===== config.mk =====
export PLATFORM = sky130hd
export DESIGN_NAME = serial_frame_receiver_crc16
export DESIGN_NICKNAME = d
export VERILOG_FILES = /design/src/design/srx_pkg.sv /design/src/design/srx_crc16.sv /design/src/design/serial_frame_receiver_crc16.sv
export SDC_FILE = /design/constraint.sdc
export NUM_CORES = 1
export LEC_CHECK = 0
export ABC_AREA = 1
export BUFFER_PORTS_ARGS = -buffer_cell sky130_fd_sc_hd__buf_2
export CAP_MARGIN = 30
export CORE_MARGIN = 10
export CORE_UTILIZATION = 55
export CTS_CLUSTER_SIZE = 40
export DETAILED_ROUTE_END_ITERATION = 12
export PLACE_DENSITY = 0.78
export SLEW_MARGIN = 15
export SYNTH_ARGS = -nofsm -noshare
export SYNTH_HDL_FRONTEND = slang
export SYNTH_SLANG_ARGS = --single-unit

===== constraint.sdc =====
create_clock -name clk_i -period 4.8 [get_ports clk_i]
set_clock_uncertainty 0.05 [all_clocks]
set_input_delay 0.96 -clock clk_i [delete_from_list [all_inputs] [get_ports clk_i]]
set_output_delay 0.96 -clock clk_i [all_outputs]
set_load 0.1 [all_outputs]

===== src/design/srx_pkg.sv =====
// shared types and constants for the serial frame receiver
`default_nettype none

package srx_pkg;

  // result item kinds
  typedef enum logic [2:0] {
    EV_ACK        = 3'd0,
    EV_NACK       = 3'd1,
    EV_NOT_CONN   = 3'd2,
    EV_PING       = 3'd3,
    EV_PAYLOAD    = 3'd4,
    EV_FRAME_GOOD = 3'd5,
    EV_FRAME_BAD  = 3'd6
  } srx_event_e;

  // configuration register indexes (word address)
  typedef enum logic [2:0] {
    REG_CODE_ACK      = 3'd0,
    REG_CODE_NACK     = 3'd1,
    REG_CODE_NOT_CONN = 3'd2,
    REG_CODE_PING     = 3'd3,
    REG_CODE_DATA     = 3'd4
  } srx_reg_e;

  localparam int unsigned PosW     = 9;
  localparam int unsigned AddrW    = 5;
  localparam logic [15:0] CrcInit  = 16'hFFFF;

  localparam logic [7:0] RstCodeAck     = 8'd0;
  localparam logic [7:0] RstCodeNack    = 8'd1;
  localparam logic [7:0] RstCodeNotConn = 8'd2;
  localparam logic [7:0] RstCodePing    = 8'd3;
  localparam logic [7:0] RstCodeData    = 8'd4;

endpackage

`default_nettype wire


===== src/design/srx_crc16.sv =====
// byte-wide crc-16-ccitt update, polynomial 0x1021, not reflected
`default_nettype none

module srx_crc16 (
  input  wire logic [15:0] crc_i,
  input  wire logic [7:0]  data_i,
  output logic      [15:0] crc_o
);

  logic [15:0] c0;
  logic [15:0] c1;
  logic [15:0] c2;
  logic [15:0] c3;

  // swap bytes and fold in the new byte, then the three xor steps
  always_comb begin
    c0    = {crc_i[7:0], crc_i[15:8]} ^ {8'h00, data_i};
    c1    = c0 ^ {12'h000, c0[7:4]};
    c2    = c1 ^ {c1[3:0], 12'h000};
    c3    = c2 ^ {3'b000, c2[7:0], 5'b00000};
    crc_o = c3;
  end

endmodule

`default_nettype wire


===== src/design/serial_frame_receiver_crc16.sv =====
// serial frame receiver: command decode, length-prefixed payload and crc-16 check
// an item is taken into an input register, then passes into the result register
// throughput: one item per cycle while results are taken; the crc update and the length compare sit in one stage
// the input register takes one more item while a result waits to be taken
// reset: position zero (awaiting a command), running crc 0xffff, code registers to 0..4
// reset clears control state and the code registers; result payload is not reset
`default_nettype none

module serial_frame_receiver_crc16 (
  input  wire logic                     clk_i,
  input  wire logic                     rst_ni,
  // received bytes
  input  wire logic                     rx_valid_i,
  output logic                          rx_ready_o,
  input  wire logic [7:0]               rx_byte_i,
  // result items
  output logic                          ev_valid_o,
  input  wire logic                     ev_ready_i,
  output logic      [2:0]               event_kind_o,
  output logic      [7:0]               data_byte_o,
  output logic      [7:0]               byte_index_o,
  output logic      [7:0]               frame_length_o,
  output logic      [15:0]              received_crc_o,
  // configuration
  input  wire logic                     psel,
  input  wire logic                     penable,
  input  wire logic                     pwrite,
  input  wire logic [srx_pkg::AddrW-1:0] paddr,
  input  wire logic [31:0]              pwdata,
  output logic      [31:0]              prdata,
  output logic                          pready
);

  import srx_pkg::*;

  // configuration registers
  logic [7:0] code_ack_q, code_nack_q, code_nc_q, code_ping_q, code_data_q;
  logic       cfg_we;
  srx_reg_e   cfg_idx;

  assign pready  = 1'b1;
  assign cfg_we  = psel && penable && pwrite && pready;
  assign cfg_idx = srx_reg_e'(paddr[AddrW-1:2]);

  always_ff @(posedge clk_i or negedge rst_ni) begin
    if (!rst_ni) begin
      code_ack_q  <= RstCodeAck;
      code_nack_q <= RstCodeNack;
      code_nc_q   <= RstCodeNotConn;
      code_ping_q <= RstCodePing;
      code_data_q <= RstCodeData;
    end else if (cfg_we) begin
      case (cfg_idx)
        REG_CODE_ACK:      code_ack_q  <= pwdata[7:0];
        REG_CODE_NACK:     code_nack_q <= pwdata[7:0];
        REG_CODE_NOT_CONN: code_nc_q   <= pwdata[7:0];
        REG_CODE_PING:     code_ping_q <= pwdata[7:0];
        REG_CODE_DATA:     code_data_q <= pwdata[7:0];
        default: ;
      endcase
    end
  end

  // register read back
  always_comb begin
    case (cfg_idx)
      REG_CODE_ACK:      prdata = {24'h0, code_ack_q};
      REG_CODE_NACK:     prdata = {24'h0, code_nack_q};
      REG_CODE_NOT_CONN: prdata = {24'h0, code_nc_q};
      REG_CODE_PING:     prdata = {24'h0, code_ping_q};
      REG_CODE_DATA:     prdata = {24'h0, code_data_q};
      default:           prdata = 32'h0;
    endcase
  end

  // input register
  logic       in_valid_q, in_valid_d;
  logic [7:0] in_byte_q;
  logic       adv;

  assign adv        = in_valid_q && (!ev_valid_o || ev_ready_i);
  assign rx_ready_o = !in_valid_q || adv;

  always_comb begin
    in_valid_d = in_valid_q;
    if (rx_valid_i && rx_ready_o) begin
      in_valid_d = 1'b1;
    end else if (adv) begin
      in_valid_d = 1'b0;
    end
  end

  always_ff @(posedge clk_i or negedge rst_ni) begin
    if (!rst_ni) begin
      in_valid_q <= 1'b0;
    end else begin
      in_valid_q <= in_valid_d;
    end
  end

  always_ff @(posedge clk_i) begin
    if (rx_valid_i && rx_ready_o) begin
      in_byte_q <= rx_byte_i;
    end
  end

  // frame state
  logic [PosW-1:0] pos_q, pos_d;
  logic [7:0]      len_q, len_d;
  logic [15:0]     crc_q, crc_d;
  logic [7:0]      crc_lo_q, crc_lo_d;
  logic [7:0]      cmd_q, cmd_d;
  logic [PosW-1:0] len_plus2;
  logic [PosW-1:0] pos_inc;
  logic [PosW-1:0] idx_full;
  logic [15:0]     crc_in;
  logic [15:0]     crc_next;
  logic [15:0]     rx_crc;

  assign len_plus2 = {1'b0, len_q} + PosW'(2);
  assign pos_inc   = pos_q + PosW'(1);
  assign idx_full  = pos_q - PosW'(2);
  assign rx_crc    = {in_byte_q, crc_lo_q};
  assign crc_in    = (pos_q == '0) ? CrcInit : crc_q;

  srx_crc16 u_crc (
    .crc_i  (crc_in),
    .data_i (in_byte_q),
    .crc_o  (crc_next)
  );

  // result register
  logic        ev_valid_q, ev_valid_d;
  srx_event_e  kind_q, kind_d;
  logic [7:0]  data_q, data_d;
  logic [7:0]  idx_q, idx_d;
  logic [7:0]  flen_q, flen_d;
  logic [15:0] rcrc_q, rcrc_d;
  logic        emit;

  // one pass over the byte in the input register
  always_comb begin
    pos_d    = pos_q;
    len_d    = len_q;
    crc_d    = crc_q;
    crc_lo_d = crc_lo_q;
    cmd_d    = cmd_q;
    emit     = 1'b0;
    kind_d   = kind_q;
    data_d   = in_byte_q;
    idx_d    = 8'h00;
    flen_d   = 8'h00;
    rcrc_d   = 16'h0000;
    if (pos_q == '0) begin
      // command byte, first match wins
      if (in_byte_q == code_ack_q) begin
        emit   = 1'b1;
        kind_d = EV_ACK;
      end else if (in_byte_q == code_nack_q) begin
        emit   = 1'b1;
        kind_d = EV_NACK;
      end else if (in_byte_q == code_nc_q) begin
        emit   = 1'b1;
        kind_d = EV_NOT_CONN;
      end else if (in_byte_q == code_ping_q) begin
        emit   = 1'b1;
        kind_d = EV_PING;
      end else if (in_byte_q == code_data_q) begin
        cmd_d = in_byte_q;
        crc_d = crc_next;
        pos_d = PosW'(1);
      end
    end else if (pos_q == PosW'(1)) begin
      // length byte
      len_d = in_byte_q;
      crc_d = crc_next;
      pos_d = PosW'(2);
    end else if (pos_q < len_plus2) begin
      // payload byte
      crc_d  = crc_next;
      pos_d  = pos_inc;
      emit   = 1'b1;
      kind_d = EV_PAYLOAD;
      idx_d  = idx_full[7:0];
      flen_d = len_q;
    end else if (pos_q == len_plus2) begin
      // low crc byte
      crc_lo_d = in_byte_q;
      pos_d    = pos_inc;
    end else begin
      // high crc byte closes the frame
      emit   = 1'b1;
      kind_d = (rx_crc == crc_q) ? EV_FRAME_GOOD : EV_FRAME_BAD;
      data_d = cmd_q;
      flen_d = len_q;
      rcrc_d = rx_crc;
      pos_d  = '0;
      crc_d  = CrcInit;
    end
  end

  always_ff @(posedge clk_i or negedge rst_ni) begin
    if (!rst_ni) begin
      pos_q    <= '0;
      len_q    <= 8'h00;
      crc_q    <= CrcInit;
      crc_lo_q <= 8'h00;
      cmd_q    <= 8'h00;
    end else if (adv) begin
      pos_q    <= pos_d;
      len_q    <= len_d;
      crc_q    <= crc_d;
      crc_lo_q <= crc_lo_d;
      cmd_q    <= cmd_d;
    end
  end

  // result handshake
  always_comb begin
    ev_valid_d = ev_valid_q;
    if (adv) begin
      ev_valid_d = emit;
    end else if (ev_ready_i) begin
      ev_valid_d = 1'b0;
    end
  end

  always_ff @(posedge clk_i or negedge rst_ni) begin
    if (!rst_ni) begin
      ev_valid_q <= 1'b0;
    end else begin
      ev_valid_q <= ev_valid_d;
    end
  end

  always_ff @(posedge clk_i) begin
    if (adv && emit) begin
      kind_q <= kind_d;
      data_q <= data_d;
      idx_q  <= idx_d;
      flen_q <= flen_d;
      rcrc_q <= rcrc_d;
    end
  end

  assign ev_valid_o     = ev_valid_q;
  assign event_kind_o   = kind_q;
  assign data_byte_o    = data_q;
  assign byte_index_o   = idx_q;
  assign frame_length_o = flen_q;
  assign received_crc_o = rcrc_q;

  // checks
  a_stall_needs_full_input: assert property (@(posedge clk_i) disable iff (!rst_ni)
    !rx_ready_o |-> (in_valid_q && ev_valid_o && !ev_ready_i))
    else $error("input stalled without a waiting item");

  a_pos_bounded: assert property (@(posedge clk_i) disable iff (!rst_ni)
    pos_q <= len_plus2 + PosW'(1))
    else $error("byte position beyond end of frame");

  a_crc_idle: assert property (@(posedge clk_i) disable iff (!rst_ni)
    (pos_q == '0) |-> (crc_q == CrcInit))
    else $error("running crc not at initial value between frames");

  a_frame_end: assert property (@(posedge clk_i) disable iff (!rst_ni)
    (adv && pos_q > len_plus2) |=> (pos_q == '0 && ev_valid_o))
    else $error("frame end did not return to command state with status");

endmodule

`default_nettype wire


Word-level counts from Yosys, hierarchy flattened
Cells that the tools add are included.

word-level totals
  register bits after elaboration = 142
  bits of input ports = 52
  output and inout bits = 78
  word-level logic and storage cells = 128

operators by class
  $add $sub $neg = 3
  $lt $le $gt $ge = 1
  equal/unequal tests = 21
  multiplexer cells = 47
  bitwise operators = 11
  reduce and logical (&&, ||, !) cells = 27

operators with widths
  operator             count
  $mux 16              10
  $mux 9               9
  $mux 8               6
  $eq 8x8->1           5
  $pmux 8 s5           1
  $mux 3               8
  $eq 16x16->1         1
  $xor 16x13->16       1
  $xor 16x16->16       1
  $xor 16x4->16        1
  $xor 16x8->16        1
  $reduce_and 7->1     2
  $mux 1               12
  $ne 2x2->1 const B   5
  $reduce_and 2->1     5
  $add 8x2->9 const B  1
  $add 9x1->9 const B  1
  $eq 9x1->1 const B   1
  $eq 9x9->1           1
  $logic_not 9->1      1
  $lt 9x9->1           1
  $sub 8x2->8 const B  1
  $not 1->1            7
  $eq 3x2->1 const B   2
  19 further kinds     26

Longest topological paths before layout
Gate-level depths: netlist of run 1.

  depth after elaboration = 12
  depth in mapped cells = 17

Modules after synthesis
A second synthesis of run 1 with hierarchy kept.

second synthesis, totals
  cells, all modules = 1044
  area, all modules = 8406.8 um2

modules (own cells, without submodules)
  module                       times used  cells each  area an instance (um2)  sequential area each (um2)
  serial_frame_receiver_crc16  1           956         7996.4                  3834.9
  srx_crc16                    1           88          410.4                   0.0

Worst setup path before layout of run 1
No wires, ideal clock.

  kind = input port to output port
  from = in paddr[4] (netlist name)
  to = out prdata[0]
  arrival time = 2853 ps
  setup slack = 937 ps
  stages = 3
  cells stage by stage = clkbuf_1 -> nand3_1 -> o2111ai_1

between the ends
  word-level cells in the longest chain between the ends = 2
  elaborated cells between the ends (all ways) = 6
  classes of those cells = 4 x eq/ne; 1 x mux; 1 x reduce/logical

RTL lines
  what                                line                               source
  from (decl)                         serial_frame_receiver_crc16.sv:28  input wire logic [srx_pkg::AddrW-1:0] paddr,
  $eq 3x3->1 (tied with other cells)  serial_frame_receiver_crc16.sv:66  case (cfg_idx)
  $pmux 8 s5 (*)                      serial_frame_receiver_crc16.sv:66
  to (decl)                           serial_frame_receiver_crc16.sv:30  output logic [31:0] prdata,

Mark *: on every way between the ends. The rest lies on a longest branch, timed or not.

Final worst setup path of run 1
  from = in paddr[2] (netlist name)
  to = out prdata[7]

The elaborated chain is that of the path after synthesis.

==> impl_metrics.py, run 1 <==
metrics = {
    "setup_path": {
        "timing.critical_path.to_type": "output pin",
        "arrival_ns": 2.54,
        "startpoint_type": "primary input",
        "worst-setup-path-type": "primary input to output pin",
        "worstPathMaxFanout": 9,
        "cp.required_ns": 3.79,
    },
    "yosys": {
        "synth_cell_types": 43,
        "synth_mux_area_share_pct": 0,
        "postSynth.asyncResetShare_pct": 64.1,
        "synthTopCellsByArea": "dfrtp_1 (22%), edfxtp_1 (19%), nand2_1 (14%), dfstp_2 (6.9%), nand3_1 (4.0%)",
        "synthAdderAreaFrac_pct": 2.35,
        "ys_seq_area_share_pct": 48.1,
        "syn_inst": 954,
        "synth_top_family_by_area": "simple AND/OR/NAND/NOR gates",
        "synth-xor-area-share_pct": 6.04,
        "yosysTopAreaCell": "dfrtp_1",
        "synth_edf_count": 51,
        "synth_most_common_cell": "nand2_1",
        "synth_top_area_share_pct": 22.0,
        "ys.warnings.count": 0,
        "yosys.area_share.simple_pct": 27.2,
        "synth_common_cells": "nand2_1 (292), inv_1 (84), dfrtp_1 (70), nor2_1 (66), nand3_1 (64)",
        "syn_avg_cell_area_um2": 8.36,
        "synth_compound_area_share_pct": 7.25,
        "ys_ff_latch": 142,
        "synthFlopType": "dfrtp_1",
        "netlist_area_um2": 7970,
    },
    "sta": {
        "grt_setup_unrepaired": "no",
        "finalCritPeriodShare_pct": 74.0,
        "fmax_ghz": 0.282,
        "hold_ws_ns": 0.424,
        "worst_pin_slew_ns": 0.822,
        "post-route-min-period_ns": 3.55,
        "relSlewSlack_pct": 45.2,
        "fin_tns_setup_ns": 0,
        "slew_violations": 0,
        "finalHoldViolations": 0,
        "setup_viol": 0,
    },
    "power_and_ir_drop": {
        "power.total_mw": 6.80,
        "power_density_nw_per_um2": 764,
        "seq_power_share_pct": 30.1,
        "swShare_pct": 51.3,
        "ir_worst_vdd_mv": 0.350,
        "p_leak_nw": 4.31,
        "pwr-share-clk_pct": 18.4,
        "power.internal_mw": 3.31,
        "comb_power_share_pct": 51.4,
        "p_sw_mw": 3.49,
    },
    "outcome": {
        "status": "completed",
    },
    "cells_and_area": {
        "n_fill_cell": 1199,
        "fin_nets": 1092,
        "n_antenna_cell": 0,
        "area_growth_pct": 11.7,
        "final_cell_count_no_fill": 1218,
        "drive_gt1_share_pct": 17.1,
    },
    "min_path": {
        "hp-class": "flop to flop",
    },
    "die": {
        "start_util_pct": 56.8,
        "die-width_um": 140,
        "core_area_um2": 14000,
        "dieArea_um2": 19700,
        "ios": 130,
        "die_h_um": 140,
        "rows": 43,
    },
    "drt": {
        "avgViaCountPerCell": 5.29,
        "drt-initial-drc-count": 507,
        "firstDrtPassIters": 8,
        "wirelength_um": 18800,
        "drc_errors": 0,
        "num_vias": 6446,
        "antenna_left": 0,
        "wl_per_cell_um": 15.4,
    },
    "placement": {
        "gp_congestion": 0.922,
        "dp.cells": 1186,
        "post-dp-hpwl_um": 13500,
        "port_buffers": 78,
    },
    "clock_tree": {
        "cts_made_buffers": 17,
        "clockBufferDepth": 2,
        "clockRootBuffer": "clkbuf_16",
        "htree_levels": 4,
        "cts_setup_buffers": 0,
        "cts_tree": "built",
        "holdBufCountCts": 0,
        "clock_latency_ns": 0.43,
        "cts_resized": 0,
        "clk_pin_slew_ns": 0.06,
        "clock-sinks": 142,
    },
    "flow_run": {
        "max_cap_violations": 0,
    },
    "grt": {
        "grt_pass1_vias": 6282,
        "grt_max_degree": 65,
        "grt_usage_pct": 19.1,
        "grt_overflow": 0,
        "grt_pass1_wl_um": 30800,
        "grt_antenna_before_repair": 0,
    },
}
layout make-up:
| type | count | area [µm²] | share of cell area (%) |
|---|---|---|---|
| Sequential cell | 142 | 3830 | 43.1 |
| Multi-Input combinational cell | 688 | 3510 | 39.4 |
| Clock buffer | 20 | 447 | 5.02 |
| Timing Repair Buffer | 81 | 415 | 4.67 |
| Inverter | 95 | 362 | 4.06 |
| Tap cell | 180 | 225 | 2.53 |
| Clock inverter | 12 | 114 | 1.28 |
per-stage QoR:
step,instance area (µm²),util (%),setup slack [ns]
global placement,8340,59.4,1.27
CTS,8900,63.4,1.26
detailed placement,8340,59.4,1.26
finish,8900,63.4,1.25
global route,8900,63.4,1.15
floorplan,8060,-,0.937
routing by layer:
metal	GRT usage, %	up-vias	wire, µm
met5	0	-	0
met4	8.26	0	494
met3	5.98	38	1560
met2	28.9	260	8400
met1	24.7	2964	8360
li1	-	3184	-
power groups by stage:
stage	clock, mW	sequential (mW)	combinational [mW]
2_1_floorplan	0	3.19	1.81
3_3_place_gp	0	2.06	3.43
3_5_place_dp	0	2.07	3.48
4_1_cts	1.27	2.05	3.50
5_1_grt	1.33	2.09	3.81
6_report	1.25	2.05	3.50
cells in the final DEF (no fill, tap or decap), types with 5 or more instances in the layout:
cell type	n
o21ai_1	16
a22oi_1	5
a21oi_1	16
nand2_2	5
nor3_1	15
inv_1	84
buf_2	77
inv_2	9
o21ai_0	52
dfrtp_1	70
nand4_1	17
o21ai_2	7
nor2_1	66
dfstp_2	21
conb_1	25
nand2_1	292
nand3_1	64
edfxtp_1	51
clkbuf_16	17
ha_1	15
xnor2_1	33
xor2_1	22
worst max-delay path, cell delays in order:
cell,delay (ns)
buf_2,0.11
inv_1,0.08
nor3_2,0.55
a22o_1,0.25
a221oi_1,0.05
nand2_1,0.11
buf_2,0.43
final timing paths:
kind                       slack, ns  startpoint         endpoint  depth (start not counted)
min reg2reg                     0.42    crc_q[9]         crc_q[9]                          2
min in group asynchronous       0.56      rst_ni         cmd_q[3]                          1
max                             1.25    paddr[2]        prdata[7]                          7
max in group asynchronous       3.25      rst_ni         pos_q[3]                          2
min                             0.42    crc_q[9]         crc_q[9]                          2
max reg2reg                     1.46    len_q[3]  byte_index_o[6]                         16
cells by family after synthesis:
kind of cell / count (synthesis)
xor+xnor: 55
simple gates: 490
compound gates: 103
flops: 142
other cells: 2
buf+inv: 147
fa+ha+maj: 15
No activity file was read; power rests on OpenSTA's default activity.
==> run 2: changes to the inputs <==
==> constraint.sdc (replaced) <==
create_clock -name clk_i -period 3.7 [get_ports clk_i]
set_clock_uncertainty 0.05 [all_clocks]
set_input_delay 0.74 -clock clk_i [delete_from_list [all_inputs] [get_ports clk_i]]
set_output_delay 0.74 -clock clk_i [all_outputs]
set_load 0.1 [all_outputs]
==> run 2 against run 1 <==
Wire length is 0.22% higher; register-to-register slack got worse by 0.99 ns; core utilization grew 0.27 points; critical path type is now flop to flop.
==> impl_metrics.py, run 2 (synthesized netlist as in run 1, its figures left out) <==
metrics = {
    "outcome": {
        "status": "completed",
    },
    "drt": {
        "drt-initial-drc-count": 553,
        "avgViaCountPerCell": 5.29,
        "firstDrtPassIters": 5,
        "wirelength_um": 18900,
        "antenna_left": 0,
        "drc_errors": 0,
        "wl_per_cell_um": 15.4,
        "num_vias": 6471,
    },
    "sta": {
        "relSlewSlack_pct": 51.8,
        "slew_violations": 0,
        "worst_pin_slew_ns": 0.719,
        "grt_setup_unrepaired": "no",
        "fin_tns_setup_ns": 0,
        "setup_viol": 0,
        "post-route-min-period_ns": 3.23,
        "finalHoldViolations": 0,
        "finalCritPeriodShare_pct": 87.3,
        "fmax_ghz": 0.310,
    },
    "clock_tree": {
        "clockBufferDepth": 2,
        "holdBufCountCts": 0,
        "cts_resized": 0,
        "clk_pin_slew_ns": 0.06,
        "cts_tree": "built",
        "cts_setup_buffers": 0,
        "htree_levels": 4,
        "clock_latency_ns": 0.43,
        "clock-sinks": 142,
        "cts_made_buffers": 17,
        "clockRootBuffer": "clkbuf_16",
    },
    "power_and_ir_drop": {
        "power_density_nw_per_um2": 985,
        "comb_power_share_pct": 51.5,
        "swShare_pct": 51.1,
        "power.total_mw": 8.80,
        "power.internal_mw": 4.30,
        "p_leak_nw": 4.33,
        "p_sw_mw": 4.50,
        "seq_power_share_pct": 30.2,
        "pwr-share-clk_pct": 18.3,
        "ir_worst_vdd_mv": 0.497,
    },
    "grt": {
        "grt_max_degree": 50,
        "grt_antenna_before_repair": 0,
        "grt_pass1_wl_um": 31600,
        "grt_pass1_vias": 6443,
        "grt_usage_pct": 19.5,
        "grt_overflow": 0,
    },
    "cells_and_area": {
        "multi_input_comb_area_um2": 3510,
        "n_fill_cell": 1197,
        "n_antenna_cell": 0,
        "fin_nets": 1097,
        "drive_gt1_share_pct": 17.5,
        "area_growth_pct": 12.1,
        "final_cell_mix": "nand2_1 (292), inv_1 (84), buf_2 (77)",
        "seq_area_um2": 3830,
        "mostFrequentLayoutCell": "nand2_1",
    },
    "placement": {
        "port_buffers": 78,
        "post-dp-hpwl_um": 13800,
        "gp_congestion": 0.906,
    },
    "die": {
        "start_util_pct": 56.8,
        "ios": 130,
        "dieArea_um2": 19700,
        "rows": 43,
        "core_area_um2": 14000,
        "die-width_um": 140,
        "die_h_um": 140,
    },
    "setup_path": {
        "crit_top_cell": "nand2_1",
        "critical_path.top_delay_family": "simple AND/OR/NAND/NOR gates",
        "worst-setup-path-type": "flop to flop",
        "cp.required_ns": 3.73,
        "slowest_stage": "dfrtp_1",
        "rrSetupSlack_ns": 0.47,
        "worstPathMaxFanout": 33,
        "r2r-start": "len_q[3]",
        "arrival_ns": 3.26,
        "startpoint_type": "flop",
        "crit_path_max_incr_delay_ns": 0.40,
        "cp-startpoint": "len_q[3]",
        "crit_chain": "inv_1 -> nor3_1 -> nand3_1 -> nor2_1 -> nand2_1 -> ha_1 -> nand2_1 -> a21oi_1 -> nor2_1 -> nand3_2 -> nand2_1 -> nand2_1 -> nand2_1 -> nand3_1 -> inv_1 -> buf_4",
        "timing.critical_path.to_type": "flop",
        "worstReg2RegEnd": "received_crc_o[11]",
        "crit_buf_inv": 3,
        "worst_r2r_path_depth": 16,
    },
    "flow_run": {
        "max_cap_violations": 0,
    },
    "min_path": {
        "hp-class": "primary input to asynchronous set/reset pin",
    },
}
[run 2: cell type report]
cell class              instances  share of cell area [%]
flip-flops and latches        142                    42.9
multi-input cells             688                    39.2
repair buffers                 86                    5.07
clock buffers                  20                    5.00
inverters                      95                    4.04
well taps                     180                    2.52
clock inverters                12                    1.27
[run 2: how the worst max path moves through the flow]
| stage | end | cells past startpoint | slack (ns) |
|---|---|---|---|
| floorplan | prdata[0] | 3 | 0.28 |
| global placement | byte_index_o[0] | 16 | 0.61 |
| detailed placement | received_crc_o[7] | 16 | 0.51 |
| CTS | received_crc_o[11] | 16 | 0.47 |
| global route | data_byte_o[3] | 16 | 0.18 |
| finish | received_crc_o[11] | 16 | 0.47 |
[run 2: power groups by stage]
| stage | logic [mW] | registers (mW) | clock network [mW] |
|---|---|---|---|
| 3_3_place_gp | 4.46 | 2.66 | 0 |
| 3_5_place_dp | 4.52 | 2.68 | 0 |
| 5_1_grt | 4.95 | 2.72 | 1.70 |
| 4_1_cts | 4.54 | 2.66 | 1.63 |
| 6_report | 4.54 | 2.66 | 1.61 |
| 2_1_floorplan | 2.35 | 4.14 | 0 |
[run 2: worst reg2reg max path, cell delays in order, from the launching register on]
cell     delay, ns
dfrtp_1       0.40
inv_1         0.08
nor3_1        0.32
nand3_1       0.17
nor2_1        0.11
nand2_1       0.06
ha_1          0.32
nand2_1       0.12
a21oi_1       0.05
nor2_1        0.16
nand3_2       0.20
nand2_1       0.10
nand2_1       0.05
nand2_1       0.06
nand3_1       0.16
inv_1         0.11
buf_4         0.37
[run 2: metal layers]
layer  up-vias  wire [µm]  global-route usage, %
li1       3181          -                      -
met1      3011       8330                   25.3
met2       253       8750                   30.4
met3        26       1450                   5.27
met4         0        333                   7.12
met5         -          0                      0
[run 2: through the flow]
step           hold WS [ns]  instances  setup WS [ns]  util [%]  instance area (µm²)
5_1_grt               0.332       1223          0.184      63.7                 8940
3_3_place_gp          0.412       1191          0.609      59.7                 8380
4_1_cts               0.307       1223          0.472      63.7                 8940
2_1_floorplan         0.394        977          0.277         -                 8060
6_report              0.294       1223          0.471      63.7                 8940
3_5_place_dp          0.420       1191          0.509      59.7                 8380
==> run 3: changes to the inputs <==
--- a/config.mk
+++ b/config.mk
@@ -16,4 +16,5 @@
 export SLEW_MARGIN = 15
 export SYNTH_ARGS = -nofsm -noshare
 export SYNTH_HDL_FRONTEND = slang
+export SYNTH_HIERARCHICAL = 1
 export SYNTH_SLANG_ARGS = --single-unit
==> run 3 against run 2 <==
First-iteration DRC count is 1.4% higher; power is 7.1% higher; worst hold slack worse by 0.020 ns; synthesized cell count is 9.4% higher; global-route usage is 0.30 points higher; die area is 4.7% higher; clock-buffer cell count is 3 lower; clock power is 20% higher; critical path type unchanged.
==> impl_metrics.py, run 3 <==
metrics = {
    "power_and_ir_drop": {
        "ir_worst_vdd_mv": 0.541,
        "power_density_nw_per_um2": 991,
        "p_leak_nw": 4.73,
    },
    "drt": {
        "wirelength_um": 20000,
        "drt-initial-drc-count": 561,
        "top_layer": "met4",
        "firstDrtPassIters": 5,
        "drc_errors": 0,
        "wl_met2_um": 9340,
        "wl_met3_um": 1510,
        "antenna_left": 0,
        "avgViaCountPerCell": 5.19,
        "num_vias": 6857,
        "wl_per_cell_um": 15.2,
        "m1WireLength_um": 8830,
    },
    "setup_path": {
        "worstPathMaxFanout": 40,
        "arrival_ns": 3.25,
        "rrSetupSlack_ns": 0.52,
        "cp-startpoint": "len_q[3]",
        "r2r-start": "len_q[3]",
        "worst_r2r_path_depth": 16,
        "worstReg2RegEnd": "byte_index_o[6]",
        "cp.required_ns": 3.77,
        "startpoint_type": "flop",
        "timing.critical_path.to_type": "flop",
        "worst-setup-path-type": "flop to flop",
        "critPathCapture": "byte_index_o[6]",
    },
    "yosys": {
        "synth_top_area_share_pct": 20.8,
        "ys_ff_latch": 142,
        "synth_cell_types": 42,
        "synth_common_cells": "nand2_1 (348), inv_1 (107), nand3_1 (72), dfrtp_1 (70), nor2_1 (69)",
        "synth_edf_count": 51,
        "syn_inst": 1044,
        "synthTopCellsByArea": "dfrtp_1 (21%), edfxtp_1 (18%), nand2_1 (16%), dfstp_2 (6.6%), inv_1 (4.8%)",
        "ys.warnings.count": 6,
        "synth_most_common_cell": "nand2_1",
        "syn_avg_cell_area_um2": 8.05,
        "yosysTopAreaCell": "dfrtp_1",
        "synthFlopType": "dfrtp_1",
        "netlist_area_um2": 8410,
        "ys_seq_area_share_pct": 45.6,
        "postSynth.asyncResetShare_pct": 64.1,
    },
    "min_path": {
        "hp-class": "primary input to asynchronous set/reset pin",
    },
    "flow_run": {
        "max_cap_violations": 0,
    },
    "sta": {
        "grt_setup_unrepaired": "no",
        "relSlewSlack_pct": 55.3,
        "slew_violations": 0,
        "post-route-min-period_ns": 3.18,
        "fin_tns_setup_ns": 0,
        "fmax_ghz": 0.314,
        "setup_viol": 0,
        "finalHoldViolations": 0,
        "finalCritPeriodShare_pct": 86.0,
        "worst_pin_slew_ns": 0.670,
        "hold_ws_ns": 0.274,
    },
    "grt": {
        "grt_pass1_vias": 6487,
        "grt_usage_pct": 19.8,
        "grt_antenna_before_repair": 0,
        "grt_pass1_wl_um": 32600,
        "grt_overflow": 0,
        "grt_max_degree": 48,
    },
    "placement": {
        "gp_congestion": 0.913,
        "dp.cells": 1289,
        "port_buffers": 78,
        "post-dp-hpwl_um": 14400,
    },
    "cells_and_area": {
        "area_growth_pct": 13.1,
        "fin_nets": 1187,
        "n_antenna_cell": 0,
        "mostFrequentLayoutCell": "nand2_1",
        "final_cell_count_no_fill": 1320,
        "final_cell_mix": "nand2_1 (348), inv_1 (107), buf_2 (77)",
        "drive_gt1_share_pct": 16.7,
    },
    "die": {
        "start_util_pct": 55.7,
        "die_h_um": 144,
        "ios": 130,
        "core_area_um2": 15100,
        "rows": 45,
        "die-width_um": 144,
        "dieArea_um2": 20600,
    },
    "clock_tree": {
        "clockRootBuffer": "clkbuf_16",
        "holdBufCountCts": 0,
        "clk_pin_slew_ns": 0.06,
        "cts_tree": "built",
        "htree_levels": 4,
        "cts_made_buffers": 17,
        "cts_setup_buffers": 0,
        "clock-sinks": 142,
        "cts_resized": 0,
        "clock_latency_ns": 0.43,
        "clockBufferDepth": 2,
    },
    "outcome": {
        "status": "completed",
    },
}
-- run 3: cell count changes after synthesis, sizes merged, moves of 6 or more --
cell and change:
nand2 +56, inv +21, nand3 +10, nand4 -9
xor2 +8, nor2 +6
-- run 3: through the flow --
| step | setup WS, ns | area [µm²] | util (%) | power, mW |
|---|---|---|---|---|
| 3_3_place_gp | 0.586 | 8850 | 58.6 | 7.39 |
| 2_1_floorplan | 0.400 | 8490 | - | 6.67 |
| 3_5_place_dp | 0.534 | 8850 | 58.6 | 7.48 |
| 4_1_cts | 0.512 | 9510 | 63.0 | 9.44 |
| 5_1_grt | 0.166 | 9510 | 63.0 | 10.0 |
| 6_report | 0.520 | 9510 | 63.0 | 9.43 |
-- run 3: critical path, stage by stage (launching register included) --
cell,delay (ns)
dfrtp_1,0.40
inv_1,0.07
nor3_1,0.27
nand3_1,0.16
nor2_1,0.11
nand2_1,0.06
ha_1,0.29
nand2_1,0.09
nor2_1,0.07
nand3b_1,0.10
nand3_2,0.19
nand2_1,0.13
clkinv_2,0.16
nand2_1,0.10
nand3_1,0.19
inv_1,0.16
buf_12,0.22
-- run 3: logic make-up after synthesis --
logic type / synth area share (%)
XOR/XNOR: 7.07
buffers and inverters: 9.64
flip-flops: 45.6
other: 0.0893
AND/OR/NAND/NOR: 29.4
adder cells (fa/ha/maj): 2.23
AO/OA/AOI/OAI: 5.97
-- run 3: metal layers --
metal / GRT usage [%] / vias to the layer above
met5: 0 / -
met4: 6.82 / 0
met3: 4.62 / 25
met2: 31.9 / 227
met1: 25.5 / 3191
li1: - / 3414
-- run 3: layout make-up --
cell class | count | area, µm²
fill | 1285 | 5580
timing repair buffer | 86 | 478
clock inverter | 14 | 239
tap | 188 | 235
inverter | 119 | 452
clock buffer | 17 | 425
multi-input combinational | 754 | 3850
sequential | 142 | 3830
-- run 3: worst min-delay path by stage --
stage | start | end | slack [ns] | cells past startpoint
6_report | rst_ni | crc_lo_q[1] | 0.27 | 1
5_1_grt | rst_ni | crc_lo_q[1] | 0.32 | 1
4_1_cts | rst_ni | crc_lo_q[1] | 0.28 | 1
3_5_place_dp | crc_q[7] | crc_q[7] | 0.41 | 2
3_3_place_gp | crc_q[7] | crc_q[7] | 0.41 | 2
2_1_floorplan | rst_ni | cmd_q[0] | 0.39 | 0
-- run 3: power by group --
part           leakage [nW]  internal [mW]  switching [mW]
registers              1.63           2.30           0.368
logic                  2.77           1.18            3.64
clock network         0.327           1.26           0.668
total                  4.73           4.75            4.68
